$ cat src/bfi_pkg.sv
// Shared types, constants and helpers for the Bloom filter block.
`timescale 1ns / 1ps

package bfi_pkg;

    localparam int HASH_W         = 32;
    localparam int MOD_STEP_BITS  = 4;
    localparam int MEM_BYTES_DEF  = 4096;
    localparam int FILTER_BYTES_W = 13;
    localparam int PROBE_W        = 5;
    localparam int BYTE_INDEX_W   = 12;
    localparam int BYTE_W         = 8;
    localparam int CFG_DATA_W     = 13;
    localparam int CFG_INDEX_W    = 1;

    localparam logic [FILTER_BYTES_W-1:0] FILTER_BYTES_RST = 13'd1024;
    localparam logic [PROBE_W-1:0]        PROBE_COUNT_RST  = 5'd6;
    localparam logic [PROBE_W-1:0]        PROBE_ALWAYS_MAX = 5'd30;

    typedef enum logic [1:0] {
        MODE_CLEAR,
        MODE_INSERT,
        MODE_QUERY,
        MODE_READ
    } bfi_mode_t;

    typedef enum logic [CFG_INDEX_W-1:0] {
        CFG_FILTER_BYTES,
        CFG_PROBE_COUNT
    } bfi_cfg_idx_t;

    typedef enum logic [2:0] {
        ST_IDLE,
        ST_CLEAR,
        ST_MOD,
        ST_PROBE,
        ST_READ
    } bfi_state_t;

    typedef struct packed {
        bfi_mode_t                 mode;
        logic [HASH_W-1:0]         key_hash;
        logic [BYTE_INDEX_W-1:0]   byte_index;
    } bfi_req_t;

    typedef struct packed {
        logic              may_match;
        logic [BYTE_W-1:0] byte_value;
    } bfi_rsp_t;

    // Probe stride: key hash rotated left by 15.
    function automatic logic [HASH_W-1:0] bfi_rot15(input logic [HASH_W-1:0] h);
        return {h[HASH_W-16:0], h[HASH_W-1:HASH_W-15]};
    endfunction

endpackage

$ cat src/bfi_mod.sv
// Iterative remainder unit: 32-bit dividend modulo a narrow divisor.
`timescale 1ns / 1ps

module bfi_mod #(
    parameter int DIV_W = 16
) (
    input  logic                       clk,
    input  logic                       rst_n,
    input  logic                       start,
    input  logic [bfi_pkg::HASH_W-1:0] dividend,
    input  logic [DIV_W-1:0]           divisor,
    output logic                       done,
    output logic [DIV_W-1:0]           remainder
);

    import bfi_pkg::*;

    localparam int STEPS = HASH_W / MOD_STEP_BITS;
    localparam int CNT_W = $clog2(STEPS);

    logic             run_reg;
    logic             done_reg;
    logic [CNT_W-1:0] cnt_reg;
    logic [HASH_W-1:0] dvd_reg, dvd_next;
    logic [DIV_W-1:0]  rem_reg, rem_next;
    logic [DIV_W-1:0]  div_reg;
    logic [DIV_W:0]    step_rem;
    logic [HASH_W-1:0] step_dvd;

    // Restoring remainder, several dividend bits per cycle; rem stays below divisor.
    always_comb
    begin
        step_rem = {1'b0, rem_reg};
        step_dvd = dvd_reg;
        for (int i = 0; i < MOD_STEP_BITS; i++)
        begin
            step_rem = {step_rem[DIV_W-1:0], step_dvd[HASH_W-1]};
            step_dvd = {step_dvd[HASH_W-2:0], 1'b0};
            if (step_rem >= {1'b0, div_reg})
            begin
                step_rem = step_rem - {1'b0, div_reg};
            end
        end
        rem_next = step_rem[DIV_W-1:0];
        dvd_next = step_dvd;
    end

    always_ff @(posedge clk or negedge rst_n)
    begin
        if (!rst_n)
        begin
            run_reg  <= 1'b0;
            done_reg <= 1'b0;
            cnt_reg  <= '0;
        end
        else if (start)
        begin
            run_reg  <= 1'b1;
            done_reg <= 1'b0;
            cnt_reg  <= CNT_W'(STEPS - 1);
        end
        else if (run_reg)
        begin
            cnt_reg  <= cnt_reg - 1'b1;
            run_reg  <= (cnt_reg != '0);
            done_reg <= (cnt_reg == '0);
        end
        else
        begin
            done_reg <= 1'b0;
        end
    end

    always_ff @(posedge clk)
    begin
        if (start)
        begin
            dvd_reg <= dividend;
            rem_reg <= '0;
            div_reg <= divisor;
        end
        else if (run_reg)
        begin
            dvd_reg <= dvd_next;
            rem_reg <= rem_next;
        end
    end

    assign done      = done_reg;
    assign remainder = rem_reg;

endmodule

$ cat config.mk
export PLATFORM = sky130hd
export DESIGN_NAME = bfi_mod
export DESIGN_NICKNAME = d
export VERILOG_FILES = /design/src/bfi_pkg.sv /design/src/bfi_mod.sv
export SDC_FILE = /design/constraint.sdc
export NUM_CORES = 1
export LEC_CHECK = 0
export ABC_AREA = 1
export BUFFER_PORTS_ARGS = -buffer_cell sky130_fd_sc_hd__buf_2
export CORE_MARGIN = 1
export CORE_UTILIZATION = 25
export CTS_BUF_LIST = sky130_fd_sc_hd__clkbuf_8
export DETAILED_ROUTE_END_ITERATION = 8
export SYNTH_ARGS = -nofsm -noshare
export SYNTH_HDL_FRONTEND = slang
export SYNTH_SLANG_ARGS = --single-unit
$ cat constraint.sdc
create_clock -name clk -period 11.6 [get_ports clk]
set_clock_uncertainty 0.15 [all_clocks]
set_input_delay 0.58 -clock clk [delete_from_list [all_inputs] [get_ports clk]]
set_output_delay 0.58 -clock clk [all_outputs]
set_load 0.01 [all_outputs]
==> impl_metrics.ini <==
[cts]
htreeDepth = 3
cts_tree = yes
path_clk_slew_ps = 100
cts_buffer_depth = 2
cts_setup_buffers = 0
root_buffer = clkbuf_8
clk_latency_ps = 370
numCtsBuffers = 9
cts.sinks = 69

[synthesis]
syn_nets = 1056
synth_most_common_cell = nand2_1
synthCells = 935
yosysTopAreaCellShare_pct = 21.9
syn_area_um2 = 6570
synth_ff_type = edfxtp_1
syn_avg_cell_area_um2 = 7.02
yosys-top-cells-count = 346 x nand2_1, 119 x inv_1, 66 x ha_1
synthTopCellsByArea = edfxtp_1 22%, nand2_1 20%, ha_1 13%
synth_cell_type_count = 52
yosys_warnings = 0
synth_largest_area_cell = edfxtp_1
ys_seq_elements = 69
synth_edf_count = 48
ys_seq_area_share_pct = 28.7
synth-async-reset-ratio_pct = 7.25

[route]
viasPerCell = 4.50
vias = 5999
wl_per_cell_um = 14.4
drc_errors = 0
wirelength_um = 19200
drt_first_pass_iters = 5
drt-initial-drc-count = 436
ant_nets = 0

[timing]
setup_viol = 0
max_freq_ghz = 0.101
slew_violations = 0
hold_viol = 0
period_needed_ps = 9940
grt_setup_unrepaired = false
min_period_over_period_pct = 85.7
tns_ps = 0
worst_slew_pin_slew_ps = 1210
relSlewSlack_pct = 19.1

[floorplanning]
coreArea_um2 = 25500
die_x_um = 164
fp.dieH_um = 164
io_pins = 68
die-area_um2 = 26900
start_util_pct = 25.8
rows = 58

[critical_path]
cp.required_ps = 11710
cp.arrival_ps = 10050
crit_slowest_cell = a21oi_1
critPathCaptureType = flip-flop
timing_worst_setup_path_type = flip-flop to flip-flop
cp_max_fo = 30
start_kind = flip-flop
slowest_delay_ps = 920
cpMostUsedCell = nand2_1

[global_route]
grt_max_degree = 54
grtUsageTotal_pct = 14.7
antenna_found_initial = 0
grt_pass1_wl_um = 30200
grt_pass1_vias = 5869
overflow = 0

[run]
maxCapViolCount = 0

[placement]
place_congestion = 0.916
hpwlAfterDp_um = 15700
portBuffers = 67
dpl.cell_count = 1317

[finish]
largest_reg_flops = 32
drive_gt1_share_pct = 12.9
diodes = 0
fill_cells = 2806
nNetsFinal = 1120
area_delta_synth_final_pct = 13.0
fin_cells = 1334

[worst_hold_path]
hp-class = input pin to flip-flop

[status]
status = completed
## cells in the final DEF (no fill, tap or decap), types with 2 or more instances in the layout
cell type,Yosys,final
o21bai_1,2,2
buf_2,4,67
clkinv_4,0,2
buf_4,2,4
nand3b_1,2,2
inv_8,0,2
nor3_1,4,4
xnor2_1,26,26
xor2_1,25,25
ha_1,66,66
or2_2,2,2
a21oi_1,50,50
nand3_1,40,40
nand3_2,3,3
and3_1,2,2
a21o_1,6,6
dfxtp_1,16,16
edfxtp_1,48,48
o211ai_1,2,2
inv_2,6,6
clkbuf_8,0,9
a21boi_0,3,3
o21a_1,2,2
nand4_1,7,7
nand2_1,346,346
dfrtp_1,5,5
inv_1,119,119
nor2_1,36,36
o21ai_0,35,35
inv_6,0,2
nand2_2,20,20
a31oi_1,5,5
o21ai_1,14,14
fa_1,4,4
nand2_4,3,3
## timing repair
action / 4_1_cts / 5_1_grt
resized for setup: 0 / 0
hold endpoints to repair: 5 / 0
endpoints found under the setup margin: 0 / 0
hold buffers: 1 / 0
## path summary, 6_finish.rpt
path	startpoint	to	slack, ps	cells past startpoint
max in group asynchronous	rst_n	run_reg$_DFF_PN0_	10760	2
hold / removal	divisor[9]	div_reg[9]$_DFFE_PP_	220	1
setup reg to reg	div_reg[1]$_DFFE_PP_	remainder[15]$_SDFFE_PP0P_	1660	45
hold reg to reg	cnt_reg[0]$_DFFE_PN0P_	cnt_reg[0]$_DFFE_PN0P_	340	1
setup / recovery	div_reg[1]$_DFFE_PP_	remainder[15]$_SDFFE_PP0P_	1660	45
min in group asynchronous	rst_n	cnt_reg[0]$_DFFE_PN0P_	380	2
## metrics by stage
step / instance area [um2] / setup slack (ps) / utilization (%) / hold slack (ps)
detailed placement: 7220 / 1710 / 28.4 / 260
global placement: 7220 / 1820 / 28.4 / 255
floorplan: 6570 / 4260 / - / 134
global route: 7420 / 688 / 29.1 / 208
CTS: 7420 / 1650 / 29.1 / 202
finish: 7420 / 1660 / 29.1 / 223
## layout make-up
class	instances	area (um2)	area share, %
clock inverters	7	65.1	0.877
inverters	126	475	6.41
clock buffers	9	124	1.67
multi-input cells	721	4080	55.0
repair buffers	72	375	5.06
well taps	330	413	5.56
flip-flops and latches	69	1890	25.4
## layer usage
metal / share of wire, % / track usage (%) / vias up
met5: 0 / 0 / -
met4: 2.9 / 6.06 / 0
met3: 4.1 / 2.40 / 28
met2: 45 / 23.8 / 115
met1: 48 / 19.2 / 2704
li1: - / - / 3152
## logic make-up after synthesis
group | after synthesis | share of synthesized area (%)
AOI/OAI and AO/OA | 127 | 10.8
DFF | 69 | 28.7
adders and majority gates | 70 | 13.8
and+or+nand+nor | 473 | 30.8
buffers and inverters | 145 | 9.11
xor gates and xnor gates | 51 | 6.80
## worst max-delay path: cells and delay by family (launching register included)
| family | cells | cell delay [ps] |
|---|---|---|
| AND/OR/NAND/NOR | 23 | 3130 |
| buffers and inverters | 5 | 770 |
| AO/OA/AOI/OAI | 13 | 3900 |
| adder cells (fa/ha/maj) | 4 | 1410 |
| flip-flops | 1 | 480 |
Power is not shown: default switching activity piles up to over one toggle a cycle in this logic, so the estimate is an artifact.
